### src/rtl/gbsp_pkg.sv
`default_nettype none

package gbsp_pkg;

    localparam int DEF_GRID_ROWS = 8;
    localparam int DEF_GRID_COLS = 8;
    localparam int RESULT_LIMIT  = 64;

    // direction that led from a parent into a cell
    localparam logic [1:0] DIR_UP    = 2'd0;
    localparam logic [1:0] DIR_RIGHT = 2'd1;
    localparam logic [1:0] DIR_DOWN  = 2'd2;
    localparam logic [1:0] DIR_LEFT  = 2'd3;

    typedef struct packed {
        logic       found;
        logic [2:0] path_row;
        logic [2:0] path_col;
        logic       last;
    } res_t;

    typedef struct packed {
        logic       blocked;
        logic       visited;
        logic [1:0] parent;
    } cell_t;

    typedef struct packed {
        logic clear;
        logic push;
        logic pop;
    } queue_ctrl_t;

    typedef struct packed {
        logic can_push;
        logic can_pop;
    } queue_stat_t;

endpackage

`default_nettype wire

### src/rtl/gbsp_in_if.sv
`default_nettype none

interface gbsp_in_if;
    logic       valid;
    logic       ready;
    logic       cmd;
    logic [2:0] row;
    logic [2:0] col;
    logic       blocked;
    logic [2:0] goal_row;
    logic [2:0] goal_col;

    modport source (
        output valid, cmd, row, col, blocked, goal_row, goal_col,
        input  ready
    );
    modport sink (
        input  valid, cmd, row, col, blocked, goal_row, goal_col,
        output ready
    );
endinterface

`default_nettype wire

### src/rtl/gbsp_out_if.sv
`default_nettype none

interface gbsp_out_if;
    logic       valid;
    logic       ready;
    logic       found;
    logic [2:0] path_row;
    logic [2:0] path_col;
    logic       last;

    modport source (
        output valid, found, path_row, path_col, last,
        input  ready
    );
    modport sink (
        input  valid, found, path_row, path_col, last,
        output ready
    );
endinterface

`default_nettype wire

### src/rtl/gbsp_queue.sv
`default_nettype none

module gbsp_queue
    import gbsp_pkg::*;
#(
    parameter int DEPTH = DEF_GRID_ROWS * DEF_GRID_COLS,
    parameter int W     = 6
) (
    input  logic         clk,
    input  logic         rst_n,
    input  queue_ctrl_t  ctrl,
    input  logic [W-1:0] push_data,
    output logic [W-1:0] pop_data,
    output queue_stat_t  stat
);

    localparam int AW    = $clog2(DEPTH);
    localparam int CNT_W = AW + 1;
    localparam logic [CNT_W-1:0] DEPTH_C = CNT_W'(DEPTH);

    logic [W-1:0]     queue_mem [DEPTH];
    logic [W-1:0]     pop_data_reg;
    logic [CNT_W-1:0] head_reg;
    logic [CNT_W-1:0] head_next;
    logic [CNT_W-1:0] tail_reg;
    logic [CNT_W-1:0] tail_next;
    logic             do_push;

    assign stat.can_pop  = head_reg < tail_reg;
    assign stat.can_push = tail_reg < DEPTH_C;
    assign do_push       = ctrl.push && stat.can_push;
    assign pop_data      = pop_data_reg;

    always_ff @(posedge clk)
    begin
        if (do_push)
        begin
            queue_mem[tail_reg[AW-1:0]] <= push_data;
        end
        if (ctrl.pop)
        begin
            pop_data_reg <= queue_mem[head_reg[AW-1:0]];
        end
    end

    always_comb
    begin
        head_next = head_reg;
        tail_next = tail_reg;
        if (ctrl.clear)
        begin
            head_next = '0;
            tail_next = '0;
        end
        else
        begin
            if (ctrl.pop)
            begin
                head_next = head_reg + CNT_W'(1);
            end
            if (do_push)
            begin
                tail_next = tail_reg + CNT_W'(1);
            end
        end
    end

    always_ff @(posedge clk or negedge rst_n)
    begin
        if (!rst_n)
        begin
            head_reg <= '0;
            tail_reg <= '0;
        end
        else
        begin
            head_reg <= head_next;
            tail_reg <= tail_next;
        end
    end

`ifndef NO_ASSERTIONS
    a_head_behind_tail: assert property (@(posedge clk) disable iff (!rst_n)
        head_reg <= tail_reg)
        else $error("queue head passed tail");
    a_tail_in_range: assert property (@(posedge clk) disable iff (!rst_n)
        tail_reg <= DEPTH_C)
        else $error("queue tail beyond depth");
`endif

endmodule

`default_nettype wire

### src/rtl/gbsp_out_reg.sv
`default_nettype none

module gbsp_out_reg
    import gbsp_pkg::*;
(
    input  logic             clk,
    input  logic             rst_n,
    input  logic             load,
    input  res_t             load_data,
    output logic             free,
    gbsp_out_if.source       res
);

    logic valid_reg;
    logic valid_next;
    res_t data_reg;
    res_t data_next;

    assign free         = !valid_reg || res.ready;
    assign res.valid    = valid_reg;
    assign res.found    = data_reg.found;
    assign res.path_row = data_reg.path_row;
    assign res.path_col = data_reg.path_col;
    assign res.last     = data_reg.last;

    always_comb
    begin
        valid_next = valid_reg;
        data_next  = data_reg;
        if (load)
        begin
            valid_next = 1'b1;
            data_next  = load_data;
        end
        else if (res.ready)
        begin
            valid_next = 1'b0;
        end
    end

    always_ff @(posedge clk or negedge rst_n)
    begin
        if (!rst_n)
        begin
            valid_reg <= 1'b0;
            data_reg  <= '0;
        end
        else
        begin
            valid_reg <= valid_next;
            data_reg  <= data_next;
        end
    end

endmodule

`default_nettype wire

### src/rtl/grid_bfs_shortest_path.sv
// Shortest path on a GRID_ROWS x GRID_COLS grid by breadth-first search.
// Input channel "item": cmd 0 writes the blocked bit of cell (row, col);
// cmd 1 searches from (row, col) to (goal_row, goal_col).
// Output channel "res": for a search, the path from goal back to start, one
// cell per transfer, last set on the final one; an unreachable goal or a
// start off the grid gives one transfer with found clear.
// After reset the cell memory is swept to zero, one cell a cycle; no item
// is taken during the sweep. A search first clears the visit mark of
// every cell but the start cell, in one read-modify-write pass over the
// cell memory, then handles each dequeued cell (queue read, then four
// neighbor reads of the cell memory, pipelined against their write-back),
// then reads and sends each path cell. One item is worked on at a time; a
// new item is taken once the previous search has handed its last result
// to the output register. A stalled receiver holds the result register
// and the path walk waits on it.
`default_nettype none

module grid_bfs_shortest_path
    import gbsp_pkg::*;
#(
    parameter int GRID_ROWS = DEF_GRID_ROWS,
    parameter int GRID_COLS = DEF_GRID_COLS
) (
    input  logic        clk,
    input  logic        rst_n,
    gbsp_in_if.sink     item,
    gbsp_out_if.source  res
);

    localparam int CELL_COUNT = GRID_ROWS * GRID_COLS;
    localparam int RW         = $clog2(GRID_ROWS);
    localparam int CW         = $clog2(GRID_COLS);
    localparam int AW         = $clog2(CELL_COUNT);
    localparam int CNT_W      = AW + 1;
    localparam int QW         = RW + CW;
    localparam int PC_W       = $clog2(RESULT_LIMIT);
    localparam logic [CNT_W-1:0] CELL_CNT   = CNT_W'(CELL_COUNT);
    localparam logic [PC_W-1:0]  PATH_LAST  = PC_W'(RESULT_LIMIT - 1);

    localparam logic [3:0] S_INIT  = 4'd0;
    localparam logic [3:0] S_IDLE  = 4'd1;
    localparam logic [3:0] S_CLEAR = 4'd2;
    localparam logic [3:0] S_SEED  = 4'd3;
    localparam logic [3:0] S_DEQ   = 4'd4;
    localparam logic [3:0] S_DQW   = 4'd5;
    localparam logic [3:0] S_EXP   = 4'd6;
    localparam logic [3:0] S_PRD   = 4'd7;
    localparam logic [3:0] S_PEMIT = 4'd8;
    localparam logic [3:0] S_MISS  = 4'd9;

    function automatic logic [AW-1:0] cell_addr(input logic [RW-1:0] r,
                                                 input logic [CW-1:0] c);
        return AW'(32'(r) * GRID_COLS + 32'(c));
    endfunction

    logic [3:0]       state_reg, state_next;
    logic [CNT_W-1:0] cnt_reg, cnt_next;
    logic             clr_wv_reg, clr_wv_next;
    logic [AW-1:0]    clr_wa_reg, clr_wa_next;
    logic [RW-1:0]    start_row_reg, start_row_next;
    logic [CW-1:0]    start_col_reg, start_col_next;
    logic [AW-1:0]    start_addr_reg, start_addr_next;
    logic [2:0]       goal_row_reg, goal_row_next;
    logic [2:0]       goal_col_reg, goal_col_next;
    logic [RW-1:0]    cur_row_reg, cur_row_next;
    logic [CW-1:0]    cur_col_reg, cur_col_next;
    logic [2:0]       k_reg, k_next;
    logic             rsp_ok_reg, rsp_ok_next;
    logic [1:0]       rsp_dir_reg, rsp_dir_next;
    logic [AW-1:0]    rsp_addr_reg, rsp_addr_next;
    logic [RW-1:0]    rsp_row_reg, rsp_row_next;
    logic [CW-1:0]    rsp_col_reg, rsp_col_next;
    logic [PC_W-1:0]  pcnt_reg, pcnt_next;

    cell_t            cell_mem [CELL_COUNT];
    cell_t            cell_rd_reg;
    logic             mem_we;
    logic [AW-1:0]    mem_wa;
    cell_t            mem_wd;
    logic             mem_re;
    logic [AW-1:0]    mem_ra;

    queue_ctrl_t      q_ctrl;
    queue_stat_t      q_stat;
    logic [QW-1:0]    q_push_data;
    logic [QW-1:0]    q_pop_data;
    logic [RW-1:0]    q_row;
    logic [CW-1:0]    q_col;

    logic             out_load;
    res_t             out_data;
    logic             out_free;

    logic             item_fire;
    logic             item_in_grid;
    logic [RW-1:0]    item_row;
    logic [CW-1:0]    item_col;

    logic             nb_ok;
    logic [RW-1:0]    nb_row;
    logic [CW-1:0]    nb_col;
    logic             par_ok;
    logic [RW-1:0]    par_row;
    logic [CW-1:0]    par_col;
    logic             at_start;
    logic             path_end;
    logic             fresh;

    assign item.ready   = (state_reg == S_IDLE);
    assign item_fire    = item.valid && item.ready;
    assign item_in_grid = (32'(item.row) < 32'(GRID_ROWS))
                       && (32'(item.col) < 32'(GRID_COLS));
    assign item_row     = RW'(item.row);
    assign item_col     = CW'(item.col);

    assign q_row = q_pop_data[QW-1:CW];
    assign q_col = q_pop_data[CW-1:0];

    always_ff @(posedge clk)
    begin
        if (mem_we)
        begin
            cell_mem[mem_wa] <= mem_wd;
        end
        if (mem_re)
        begin
            cell_rd_reg <= cell_mem[mem_ra];
        end
    end

    // neighbor of the current cell in the direction being issued
    always_comb
    begin
        nb_ok  = 1'b0;
        nb_row = cur_row_reg;
        nb_col = cur_col_reg;
        unique case (k_reg[1:0])
            DIR_UP:
            begin
                nb_ok  = cur_row_reg != '0;
                nb_row = cur_row_reg - RW'(1);
            end
            DIR_RIGHT:
            begin
                nb_ok  = (32'(cur_col_reg) + 32'd1) < 32'(GRID_COLS);
                nb_col = cur_col_reg + CW'(1);
            end
            DIR_DOWN:
            begin
                nb_ok  = (32'(cur_row_reg) + 32'd1) < 32'(GRID_ROWS);
                nb_row = cur_row_reg + RW'(1);
            end
            DIR_LEFT:
            begin
                nb_ok  = cur_col_reg != '0;
                nb_col = cur_col_reg - CW'(1);
            end
            default:
            begin
                nb_ok = 1'b0;
            end
        endcase
    end

    // step back against the recorded direction
    always_comb
    begin
        par_ok  = 1'b0;
        par_row = cur_row_reg;
        par_col = cur_col_reg;
        unique case (cell_rd_reg.parent)
            DIR_UP:
            begin
                par_ok  = (32'(cur_row_reg) + 32'd1) < 32'(GRID_ROWS);
                par_row = cur_row_reg + RW'(1);
            end
            DIR_RIGHT:
            begin
                par_ok  = cur_col_reg != '0;
                par_col = cur_col_reg - CW'(1);
            end
            DIR_DOWN:
            begin
                par_ok  = cur_row_reg != '0;
                par_row = cur_row_reg - RW'(1);
            end
            DIR_LEFT:
            begin
                par_ok  = (32'(cur_col_reg) + 32'd1) < 32'(GRID_COLS);
                par_col = cur_col_reg + CW'(1);
            end
            default:
            begin
                par_ok = 1'b0;
            end
        endcase
    end

    assign at_start = (cur_row_reg == start_row_reg) && (cur_col_reg == start_col_reg);
    assign path_end = at_start || (pcnt_reg == PATH_LAST) || !par_ok;
    assign fresh    = rsp_ok_reg && !cell_rd_reg.blocked && !cell_rd_reg.visited;

    always_comb
    begin
        state_next      = state_reg;
        cnt_next        = cnt_reg;
        clr_wv_next     = 1'b0;
        clr_wa_next     = clr_wa_reg;
        start_row_next  = start_row_reg;
        start_col_next  = start_col_reg;
        start_addr_next = start_addr_reg;
        goal_row_next   = goal_row_reg;
        goal_col_next   = goal_col_reg;
        cur_row_next    = cur_row_reg;
        cur_col_next    = cur_col_reg;
        k_next          = k_reg;
        rsp_ok_next     = 1'b0;
        rsp_dir_next    = rsp_dir_reg;
        rsp_addr_next   = rsp_addr_reg;
        rsp_row_next    = rsp_row_reg;
        rsp_col_next    = rsp_col_reg;
        pcnt_next       = pcnt_reg;

        mem_we      = 1'b0;
        mem_wa      = clr_wa_reg;
        mem_wd      = '0;
        mem_re      = 1'b0;
        mem_ra      = cnt_reg[AW-1:0];
        q_ctrl      = '0;
        q_push_data = {start_row_reg, start_col_reg};
        out_load    = 1'b0;
        out_data    = '0;

        // write back the visit-clear sweep, one cell behind the read
        if (clr_wv_reg)
        begin
            mem_we         = 1'b1;
            mem_wa         = clr_wa_reg;
            mem_wd.blocked = cell_rd_reg.blocked;
            mem_wd.visited = (clr_wa_reg == start_addr_reg);
            mem_wd.parent  = cell_rd_reg.parent;
        end

        unique case (state_reg)
            S_INIT:
            begin
                mem_we = 1'b1;
                mem_wa = cnt_reg[AW-1:0];
                mem_wd = '0;
                if (cnt_reg == CELL_CNT - CNT_W'(1))
                begin
                    cnt_next   = '0;
                    state_next = S_IDLE;
                end
                else
                begin
                    cnt_next = cnt_reg + CNT_W'(1);
                end
            end
            S_IDLE:
            begin
                if (item_fire)
                begin
                    if (!item.cmd)
                    begin
                        if (item_in_grid)
                        begin
                            mem_we         = 1'b1;
                            mem_wa         = cell_addr(item_row, item_col);
                            mem_wd         = '0;
                            mem_wd.blocked = item.blocked;
                        end
                    end
                    else if (!item_in_grid)
                    begin
                        state_next = S_MISS;
                    end
                    else
                    begin
                        start_row_next  = item_row;
                        start_col_next  = item_col;
                        start_addr_next = cell_addr(item_row, item_col);
                        goal_row_next   = item.goal_row;
                        goal_col_next   = item.goal_col;
                        cnt_next        = '0;
                        q_ctrl.clear    = 1'b1;
                        state_next      = S_CLEAR;
                    end
                end
            end
            S_CLEAR:
            begin
                if (cnt_reg < CELL_CNT)
                begin
                    mem_re      = 1'b1;
                    mem_ra      = cnt_reg[AW-1:0];
                    clr_wv_next = 1'b1;
                    clr_wa_next = cnt_reg[AW-1:0];
                    cnt_next    = cnt_reg + CNT_W'(1);
                end
                else
                begin
                    state_next = S_SEED;
                end
            end
            S_SEED:
            begin
                q_ctrl.push = 1'b1;
                q_push_data = {start_row_reg, start_col_reg};
                state_next  = S_DEQ;
            end
            S_DEQ:
            begin
                if (q_stat.can_pop)
                begin
                    q_ctrl.pop = 1'b1;
                    state_next = S_DQW;
                end
                else
                begin
                    state_next = S_MISS;
                end
            end
            S_DQW:
            begin
                cur_row_next = q_row;
                cur_col_next = q_col;
                if ((32'(q_row) == 32'(goal_row_reg)) && (32'(q_col) == 32'(goal_col_reg)))
                begin
                    pcnt_next  = '0;
                    state_next = S_PRD;
                end
                else
                begin
                    k_next     = '0;
                    state_next = S_EXP;
                end
            end
            S_EXP:
            begin
                // issue neighbor k while the response for k-1 comes back
                if (k_reg != 3'd4)
                begin
                    mem_re        = nb_ok;
                    mem_ra        = cell_addr(nb_row, nb_col);
                    rsp_ok_next   = nb_ok;
                    rsp_dir_next  = k_reg[1:0];
                    rsp_addr_next = cell_addr(nb_row, nb_col);
                    rsp_row_next  = nb_row;
                    rsp_col_next  = nb_col;
                end
                if (fresh)
                begin
                    mem_we         = 1'b1;
                    mem_wa         = rsp_addr_reg;
                    mem_wd.blocked = 1'b0;
                    mem_wd.visited = 1'b1;
                    mem_wd.parent  = rsp_dir_reg;
                    q_ctrl.push    = 1'b1;
                    q_push_data    = {rsp_row_reg, rsp_col_reg};
                end
                if (k_reg == 3'd4)
                begin
                    state_next = S_DEQ;
                end
                else
                begin
                    k_next = k_reg + 3'd1;
                end
            end
            S_PRD:
            begin
                mem_re     = 1'b1;
                mem_ra     = cell_addr(cur_row_reg, cur_col_reg);
                state_next = S_PEMIT;
            end
            S_PEMIT:
            begin
                if (out_free)
                begin
                    out_load          = 1'b1;
                    out_data.found    = 1'b1;
                    out_data.path_row = 3'(cur_row_reg);
                    out_data.path_col = 3'(cur_col_reg);
                    out_data.last     = path_end;
                    if (path_end)
                    begin
                        state_next = S_IDLE;
                    end
                    else
                    begin
                        cur_row_next = par_row;
                        cur_col_next = par_col;
                        pcnt_next    = pcnt_reg + PC_W'(1);
                        state_next   = S_PRD;
                    end
                end
            end
            S_MISS:
            begin
                if (out_free)
                begin
                    out_load      = 1'b1;
                    out_data      = '0;
                    out_data.last = 1'b1;
                    state_next    = S_IDLE;
                end
            end
            default:
            begin
                state_next = S_IDLE;
            end
        endcase
    end

    always_ff @(posedge clk or negedge rst_n)
    begin
        if (!rst_n)
        begin
            state_reg      <= S_INIT;
            cnt_reg        <= '0;
            clr_wv_reg     <= 1'b0;
            clr_wa_reg     <= '0;
            start_row_reg  <= '0;
            start_col_reg  <= '0;
            start_addr_reg <= '0;
            goal_row_reg   <= '0;
            goal_col_reg   <= '0;
            cur_row_reg    <= '0;
            cur_col_reg    <= '0;
            k_reg          <= '0;
            rsp_ok_reg     <= 1'b0;
            rsp_dir_reg    <= '0;
            rsp_addr_reg   <= '0;
            rsp_row_reg    <= '0;
            rsp_col_reg    <= '0;
            pcnt_reg       <= '0;
        end
        else
        begin
            state_reg      <= state_next;
            cnt_reg        <= cnt_next;
            clr_wv_reg     <= clr_wv_next;
            clr_wa_reg     <= clr_wa_next;
            start_row_reg  <= start_row_next;
            start_col_reg  <= start_col_next;
            start_addr_reg <= start_addr_next;
            goal_row_reg   <= goal_row_next;
            goal_col_reg   <= goal_col_next;
            cur_row_reg    <= cur_row_next;
            cur_col_reg    <= cur_col_next;
            k_reg          <= k_next;
            rsp_ok_reg     <= rsp_ok_next;
            rsp_dir_reg    <= rsp_dir_next;
            rsp_addr_reg   <= rsp_addr_next;
            rsp_row_reg    <= rsp_row_next;
            rsp_col_reg    <= rsp_col_next;
            pcnt_reg       <= pcnt_next;
        end
    end

    gbsp_queue #(
        .DEPTH (CELL_COUNT),
        .W     (QW)
    ) u_queue (
        .clk       (clk),
        .rst_n     (rst_n),
        .ctrl      (q_ctrl),
        .push_data (q_push_data),
        .pop_data  (q_pop_data),
        .stat      (q_stat)
    );

    gbsp_out_reg u_out (
        .clk       (clk),
        .rst_n     (rst_n),
        .load      (out_load),
        .load_data (out_data),
        .free      (out_free),
        .res       (res)
    );

`ifndef NO_ASSERTIONS
    a_load_when_free: assert property (@(posedge clk) disable iff (!rst_n)
        out_load |-> out_free)
        else $error("result loaded while output register busy");
    a_no_same_cell_rw: assert property (@(posedge clk) disable iff (!rst_n)
        !(mem_we && mem_re && (mem_wa == mem_ra)))
        else $error("cell memory read and written at the same entry");
    a_seed_empty_queue: assert property (@(posedge clk) disable iff (!rst_n)
        (state_reg == S_SEED) |-> !q_stat.can_pop)
        else $error("queue not empty when seeding the start cell");
`endif

endmodule

`default_nettype wire
### src/flat_wrapper.sv
// flat-port wrapper written by rule: the top's interface ports become plain ports
module grid_bfs_shortest_path_flat import gbsp_pkg::*;
#(
    parameter int GRID_ROWS = DEF_GRID_ROWS,
    parameter int GRID_COLS = DEF_GRID_COLS
)
  (clk, rst_n, item_valid, item_cmd, item_row, item_col, item_blocked, item_goal_row, item_goal_col, item_ready, res_valid, res_found, res_path_row, res_path_col, res_last, res_ready);
  gbsp_in_if item_i ();
  gbsp_out_if res_i ();
  input  logic clk;
  input  logic rst_n;
  input wire logic [$bits(item_i.valid)-1:0] item_valid;
  input wire logic [$bits(item_i.cmd)-1:0] item_cmd;
  input wire logic [$bits(item_i.row)-1:0] item_row;
  input wire logic [$bits(item_i.col)-1:0] item_col;
  input wire logic [$bits(item_i.blocked)-1:0] item_blocked;
  input wire logic [$bits(item_i.goal_row)-1:0] item_goal_row;
  input wire logic [$bits(item_i.goal_col)-1:0] item_goal_col;
  output wire logic [$bits(item_i.ready)-1:0] item_ready;
  output wire logic [$bits(res_i.valid)-1:0] res_valid;
  output wire logic [$bits(res_i.found)-1:0] res_found;
  output wire logic [$bits(res_i.path_row)-1:0] res_path_row;
  output wire logic [$bits(res_i.path_col)-1:0] res_path_col;
  output wire logic [$bits(res_i.last)-1:0] res_last;
  input wire logic [$bits(res_i.ready)-1:0] res_ready;
  assign item_i.valid = item_valid;
  assign item_i.cmd = item_cmd;
  assign item_i.row = item_row;
  assign item_i.col = item_col;
  assign item_i.blocked = item_blocked;
  assign item_i.goal_row = item_goal_row;
  assign item_i.goal_col = item_goal_col;
  assign item_ready = item_i.ready;
  assign res_valid = res_i.valid;
  assign res_found = res_i.found;
  assign res_path_row = res_i.path_row;
  assign res_path_col = res_i.path_col;
  assign res_last = res_i.last;
  assign res_i.ready = res_ready;
  grid_bfs_shortest_path #(.GRID_ROWS(GRID_ROWS), .GRID_COLS(GRID_COLS)) u_core (.clk(clk), .rst_n(rst_n), .item(item_i), .res(res_i));
endmodule
### config.mk
export PLATFORM = sky130hd
export DESIGN_NAME = grid_bfs_shortest_path_flat
export DESIGN_NICKNAME = d
export VERILOG_FILES = /design/src/rtl/gbsp_pkg.sv /design/src/rtl/gbsp_in_if.sv /design/src/rtl/gbsp_out_if.sv /design/src/rtl/gbsp_queue.sv /design/src/rtl/gbsp_out_reg.sv /design/src/rtl/grid_bfs_shortest_path.sv /design/src/flat_wrapper.sv
export SDC_FILE = /design/constraint.sdc
export NUM_CORES = 1
export LEC_CHECK = 0
export BUFFER_PORTS_ARGS = -buffer_cell sky130_fd_sc_hd__buf_2
export CELL_PAD_IN_SITES_DETAIL_PLACEMENT = 2
export CELL_PAD_IN_SITES_GLOBAL_PLACEMENT = 2
export CORE_ASPECT_RATIO = 1.75
export CORE_UTILIZATION = 51
export CTS_CLUSTER_SIZE = 25
export DETAILED_ROUTE_END_ITERATION = 10
export PLACE_DENSITY = 0.87
export SLEW_MARGIN = 20
export SYNTH_ARGS = -nofsm -noshare
export SYNTH_HDL_FRONTEND = slang
export SYNTH_SLANG_ARGS = --single-unit
### constraint.sdc
create_clock -name clk -period 7.2 [get_ports clk]
set_clock_uncertainty 0.2 [all_clocks]
set_input_delay 1.08 -clock clk [delete_from_list [all_inputs] [get_ports clk]]
set_output_delay 1.08 -clock clk [all_outputs]
set_load 0.01 [all_outputs]
## Word level (Yosys, flattened, before mapping)

Memory sizes are Yosys's and may differ from the RTL's. A register that Yosys moved wholly into a read port is not among the register bits.
Index checks and enable logic that the tools add are counted.

| word-level totals | value |
|---|---|
| bits in latches | 0 |
| bits in writable memories | 640 |
| register bits after elaboration | 89 |
| bits of input ports | 18 |
| memories kept | 2 |
| output and inout bits | 10 |
| word-level logic and storage cells | 198 |
| memory bits (read-only) | 0 |

Memories:

| name | words | width | read ports | clocked after memory_dff | wr ports | line | RTL |
|---|---|---|---|---|---|---|---|
| u_core.u_queue.queue_mem | 64 | 6 | 1 | 1 | 1 | gbsp_queue.sv:21 | `logic [W-1:0] queue_mem [DEPTH];` |
| u_core.cell_mem | 64 | 4 | 1 | 1 | 1 | grid_bfs_shortest_path.sv:75 | `cell_t cell_mem [CELL_COUNT];` |

| operators by class | value |
|---|---|
| div/mod/pow operators | 0 |
| magnitude comparators | 5 |
| multiply operators | 0 |
| $add $sub $neg | 14 |
| bitwise operators | 0 |
| reductions and logical operators | 34 |
| shifts and indexed selects | 0 |
| equal/unequal tests | 38 |
| mux-type cells | 80 |

Operators with widths:

| cell | count |
|---|---|
| 32-bit by 4-bit < comparator with 1-bit output (second input constant) | 2 |
| 7-bit 2-to-1 mux | 8 |
| 6-bit 2-to-1 mux | 9 |
| 4-bit 2-to-1 mux | 12 |
| 3-bit one-hot mux with 2 select lines | 7 |
| 4-bit one-hot mux with 10 select lines | 1 |
| 1-bit 2-to-1 mux | 24 |
| 6-bit one-hot mux with 2 select lines | 2 |
| 7-bit by 1-bit adder with 7-bit output (second input constant) | 3 |
| 3-bit 2-to-1 mux | 7 |
| 7-bit one-hot mux with 3 select lines | 1 |
| 6-bit by 3-bit adder with 6-bit output | 3 |
| 6-bit one-hot mux with 3 select lines | 1 |
| 4-bit by 3-bit == test with 1-bit output (second input constant) | 4 |
| 8-bit one-hot mux with 2 select lines | 1 |
| 4-bit AND reduction | 4 |
| 7-bit < comparator (second input constant) | 2 |
| 3-bit == test | 4 |
| 2-bit by 1-bit != test with 1-bit output (second input constant) | 6 |
| 2-bit != test (second input constant) | 6 |
| 4-bit one-hot mux with 3 select lines | 1 |
| 2-bit nonzero test | 5 |
| 3-bit by 1-bit adder with 3-bit output (second input constant) | 3 |
| 3-bit != test (second input constant) | 3 |
| 27 further kinds | 52 |

## Depth between registers and ports, before layout

| depth | value |
|---|---|
| depth after elaboration | 8 |
| mapped depth | 14 |
| depth with buffers taken out | 10 |

## By module

From an unflattened synthesis, not the netlist that was laid out.

| second synthesis, totals | value |
|---|---|
| cell total of the unflattened synthesis | 2036 |
| area, all modules | 30463.0 µm² |

Modules (own cells, without submodules):

| module | instances | seq. area each (µm²) | cells an instance | area each (µm²) |
|---|---|---|---|---|
| gbsp_queue | 1 | 12061.6 | 822 | 16059.2 |
| grid_bfs_shortest_path | 1 | 9158.8 | 1194 | 14034.7 |
| gbsp_out_reg | 1 | 225.2 | 20 | 369.1 |

## Least setup slack after synthesis

No wires, ideal clock.

| timing path | value |
|---|---|
| path type | input-to-reg |
| start | in item_valid |
| end | mem u_core.cell_mem[0][2] in the netlist's numbering, data pin |
| slack | 3.126 ns |
| path buffers | 0 |
| required time | 6.435 ns |
| library setup time | 0.565 ns |
| cell stages on the path | 4 |
| arrival time | 3.309 ns |
| cell sequence | nor3b_4 > o21ai_0 > nand2b_1 > a22oi_1 |

RTL lines:

| item | line | RTL |
|---|---|---|
| start: declaration | flat_wrapper.sv:12 | `input wire logic [$bits(item_i.valid)-1:0] item_valid;` |
| end: declaration | grid_bfs_shortest_path.sv:75 |  |

## Worst setup path in the final report

| timing path | value |
|---|---|
| start | reg u_core.state_reg[0] |
| end | mem u_core.cell_mem[0][0] in the netlist's numbering, enable pin |

| between the ends | value |
|---|---|
| cells in the longest elaborated chain, start to end | 6 |
| elaborated cells between the ends (all ways) | 10 |
| classes of those cells | eq/ne: 2; mux: 6; reduce/logical: 2 |

RTL lines:

| item | line | RTL |
|---|---|---|
| start: declaration | grid_bfs_shortest_path.sv:56 | `logic [3:0] state_reg, state_next;` |
| start signal: assignment | grid_bfs_shortest_path.sv:441 | `state_reg <= state_next;` |
| 4-bit by 1-bit == test with 1-bit output | grid_bfs_shortest_path.sv:109, grid_bfs_shortest_path.sv:244 |  |
| 1-bit logical AND | grid_bfs_shortest_path.sv:110 | `assign item_fire = item.valid && item.ready;` |
| 1-bit 2-to-1 mux | grid_bfs_shortest_path.sv:262 | `if (item_fire)` |
| 1-bit one-hot mux with 3 select lines | grid_bfs_shortest_path.sv:244 | `unique case (state_reg)` |
| 1-bit 2-to-1 mux | grid_bfs_shortest_path.sv:121 | `if (mem_we)` |
| 1-bit 2-to-1 mux (implied by the code) | grid_bfs_shortest_path.sv:123 | `cell_mem[mem_wa] <= mem_wd;` |

Several ways; a longest one is shown, not always the timed one.

==> summary.md <==
| Metric | Value |
|---|---|
| CP startpoint kind | `register` |
| Comb pwr share | `0.305` |
| Status | `finished clean` |
| Hold-fix buffers, CTS | `0` |
| Register area share after synthesis | `0.713` |
| Top_reg_cell synth | `edfxtp_1` |
| Syn Nets | `1,970` |
| Power Density | `423 nW/um^2` |
| Total number of vias | `18,615` |
| Max frequency | `184 MHz` |
| Row count | `117` |
| Core area | `58,300 sq um` |
| Seq pwr share | `0.408` |
| Clock share of power | `0.287` |
| Port bufs | `27` |
| Final period utilization | `0.756` |
| CP top delay family | `simple AND/OR/NAND/NOR gates` |
| Post-detailed-route via-to-cell ratio | `6.71` |
| CP Capture Type | `register` |
| Avg Cell Area, Syn | `15.6 sq um` |
| Crit path cell chain | `nand2b_1 -> nand2b_1 -> nor3b_4 -> o22ai_4 -> a221oi_1 -> nand3_1 -> nor2_1` |
| Routability cong. | `0.850` |
| Post-layout util | `0.574` |
| Endpoints failing setup | `0` |
| Largest register FFs | `384` |
| Synth Warn # | `0` |
| Gr ovfl total | `0` |
| Synth top cells by count | `edfxtp_1 (650), nand2_1 (291), nor2_1 (169), mux4_2 (127), nand3_1 (115)` |
| Initial antenna violation count | `3` |
| First-pass GRT wire length | `149,000 microns` |
| Area leader, netlist | `edfxtp_1` |
| CP bufs+invs | `0` |
| Vias in the first global route | `20,766` |
| Flops & latches, synth | `727` |
| Slew Limit Headroom | `0.264` |
| Initial DRC count | `1,663` |
| Number of synthesized flops with an enable pin | `650` |
| H-tree depth | `3` |
| Total die area | `60,000 sq um` |
| Area occupied by registers | `21,500 sq um` |
| Switching power | `0.00517 W` |
| Area delta synth->final | `11.2%` |
| Worst EP arrival | `5.52 ns` |
| Max Root-Sink Buffers | `3` |
| Peak VDD IR | `0.261 mV` |
| Most frequent cell on the critical path | `nand2b_1` |
| Setup CP Type | `register to register` |
| Leak pwr | `11.0 nW` |
| TNS Setup | `0 ns` |
| # DRC | `0` |
| Worst-Skew Late Latency | `0.65 ns` |
| Placed inst area | `31,000 sq um` |
| FILL cells | `4,928` |
| WP data required | `7.27 ns` |
| Die Y | `323 microns` |
| CTS tree | `built` |
| Placed insts | `2,652` |
| Clock sinks | `727` |
| Min-Delay Path Class | `input pin to async pin` |
| Unrepaired setup endpoints after global routing | `false` |
| Drt pass-1 iters | `7` |
| Clock-pin transition on the worst setup and hold timing paths | `0.08 ns` |
| I/O pin total | `28` |
| Multi-input gate area | `8190 sq um` |
| Share of post-route cells with drive strength above 1 | `0.170` |
| Nets | `1,986` |
| Area contributors post-synth | `edfxtp_1 (65%), mux4_2 (9.5%), dfrtp_1 (6.4%), nand2_1 (3.6%), nor2_1 (2.1%)` |
| Routed WL | `104,000 microns` |
| Initial Utilization | `0.516` |
| Post-DP HPWL | `61,400 microns` |
| CP Max Fanout | `29` |
| Post-Syn Area | `30,100 sq um` |
| Die width | `186 microns` |
| Fin. max-slew vios | `0` |
| Top-count cell post-synth | `edfxtp_1` |
| Cell variety after synth | `74` |
| Final Non-Filler Cells | `2,776` |
| Postcts setup bufs | `0` |
| Total GRT Usage | `0.360` |
| Actual slew at the worst max-slew pin | `1.10 ns` |
| Wire per inst | `37.4 microns` |
| TritonCTS buffer count | `67` |
| Largest net degree at the start of global routing | `90` |
| Final hold violation count | `0` |
| Tmin final | `5.44 ns` |
| # Max-Cap Violations | `0` |
| Internal | `0.00897 W` |
| Crit-path slowest cell | `dfrtp_1` |
| Area share of the largest cell type after synthesis | `0.649` |
| Post-route antenna net violation count | `0` |
| Cells after synthesis | `1,932` |
| Final Cell Area | `33,500 sq um` |
| Post-CTS resize count | `0` |
| Worst path max stage delay | `0.99 ns` |
| Clk root buf | `clkbuf_16` |
| Async set-reset flop share out of synthesis | `0.106` |
| Sw Share | `0.366` |
-- layer usage --
layer / wire length, microns / GRT usage
met5: 12 / 0
met4: 8730 / 0.272
met3: 5790 / 0.0617
met2: 55200 / 0.637
met1: 34100 / 0.378
-- power by group through the flow --
stage / clock [W] / sequential, W / combinational, W
floorplan: 0 / 0.00551 / 0.00268
global placement: 0 / 0.00575 / 0.00369
detailed placement: 0 / 0.00580 / 0.00403
CTS: 0.00408 / 0.00575 / 0.00426
global route: 0.00419 / 0.00579 / 0.00447
finish: 0.00406 / 0.00577 / 0.00431
-- worst reg2reg max path, delay by kind of cell (launching register included) --
kind,cells,cell delay [ns]
and+or+nand+nor,5,2.90
AOI/OAI and AO/OA,2,1.00
DFF,1,0.99
-- cell usage in the layout (no fill, tap or decap), types with 6 or more instances in the layout --
master | Yosys | layout
a21o_1 | 8 | 8
a21oi_1 | 25 | 25
a221o_1 | 6 | 6
a221oi_1 | 7 | 7
a22o_1 | 7 | 7
a31oi_1 | 24 | 24
a32oi_1 | 9 | 9
buf_2 | 21 | 26
buf_4 | 2 | 22
bufinv_16 | 0 | 13
clkbuf_1 | 55 | 13
clkbuf_16 | 0 | 73
clkinv_2 | 0 | 8
clkinvlp_4 | 0 | 6
dfrtp_1 | 77 | 75
edfxtp_1 | 650 | 650
ha_1 | 20 | 20
inv_1 | 25 | 25
mux2_2 | 29 | 29
mux2i_1 | 18 | 18
mux4_2 | 127 | 127
nand2_1 | 291 | 291
nand2b_1 | 15 | 15
nand3_1 | 115 | 114
nand4_1 | 45 | 45
nor2_1 | 169 | 167
nor2b_1 | 9 | 8
nor3_1 | 10 | 10
o21ai_0 | 25 | 25
o31ai_1 | 6 | 6
or3_1 | 7 | 7
xnor2_1 | 24 | 24
xor2_1 | 13 | 13
-- metrics by stage --
step	hold slack [ns]	power [W]	setup slack, ns
6_report	0.152	0.0141	1.76
3_5_place_dp	0.284	0.00983	2.25
5_1_grt	0.166	0.0144	1.64
2_1_floorplan	0.250	0.00819	3.13
3_3_place_gp	0.270	0.00943	2.71
4_1_cts	0.134	0.0141	1.91
-- cell type report --
| cell class | instances | share of cell area |
|---|---|---|
| antenna | 3 | 0.000224 |
| clock buffer | 88 | 0.0569 |
| clock inverter | 33 | 0.0152 |
| inverter | 28 | 0.00318 |
| multi-input combinational | 1075 | 0.245 |
| sequential | 727 | 0.641 |
| tap | 773 | 0.0289 |
| timing repair buffer | 49 | 0.00965 |
-- cells by family after synthesis --
logic type	after synthesis	synth area share
fa+ha+maj	20	0.00832
mux	174	0.112
xor+xnor	37	0.0108
compound gates	150	0.0351
simple gates	694	0.103
buf+inv	130	0.0179
flops	727	0.713
-- final timing paths --
kind,startpoint,endpoint,slack [ns],depth (start not counted)
worst min-delay path,rst_n,u_core.start_addr_reg[2],0.15,1
worst max-delay path,u_core.state_reg[0],u_core.cell_mem[0][0],1.76,7
worst max register to register,u_core.state_reg[0],u_core.cell_mem[0][0],1.76,7
max in group asynchronous,rst_n,u_core.u_queue.head_reg[1],5.45,2
min in group clk,u_core.u_out.res.path_col[0],u_core.u_out.res.path_col[0],0.30,2
worst min register to register,u_core.u_out.res.path_col[0],u_core.u_out.res.path_col[0],0.30,2
Power figures use the tool's default switching activity.
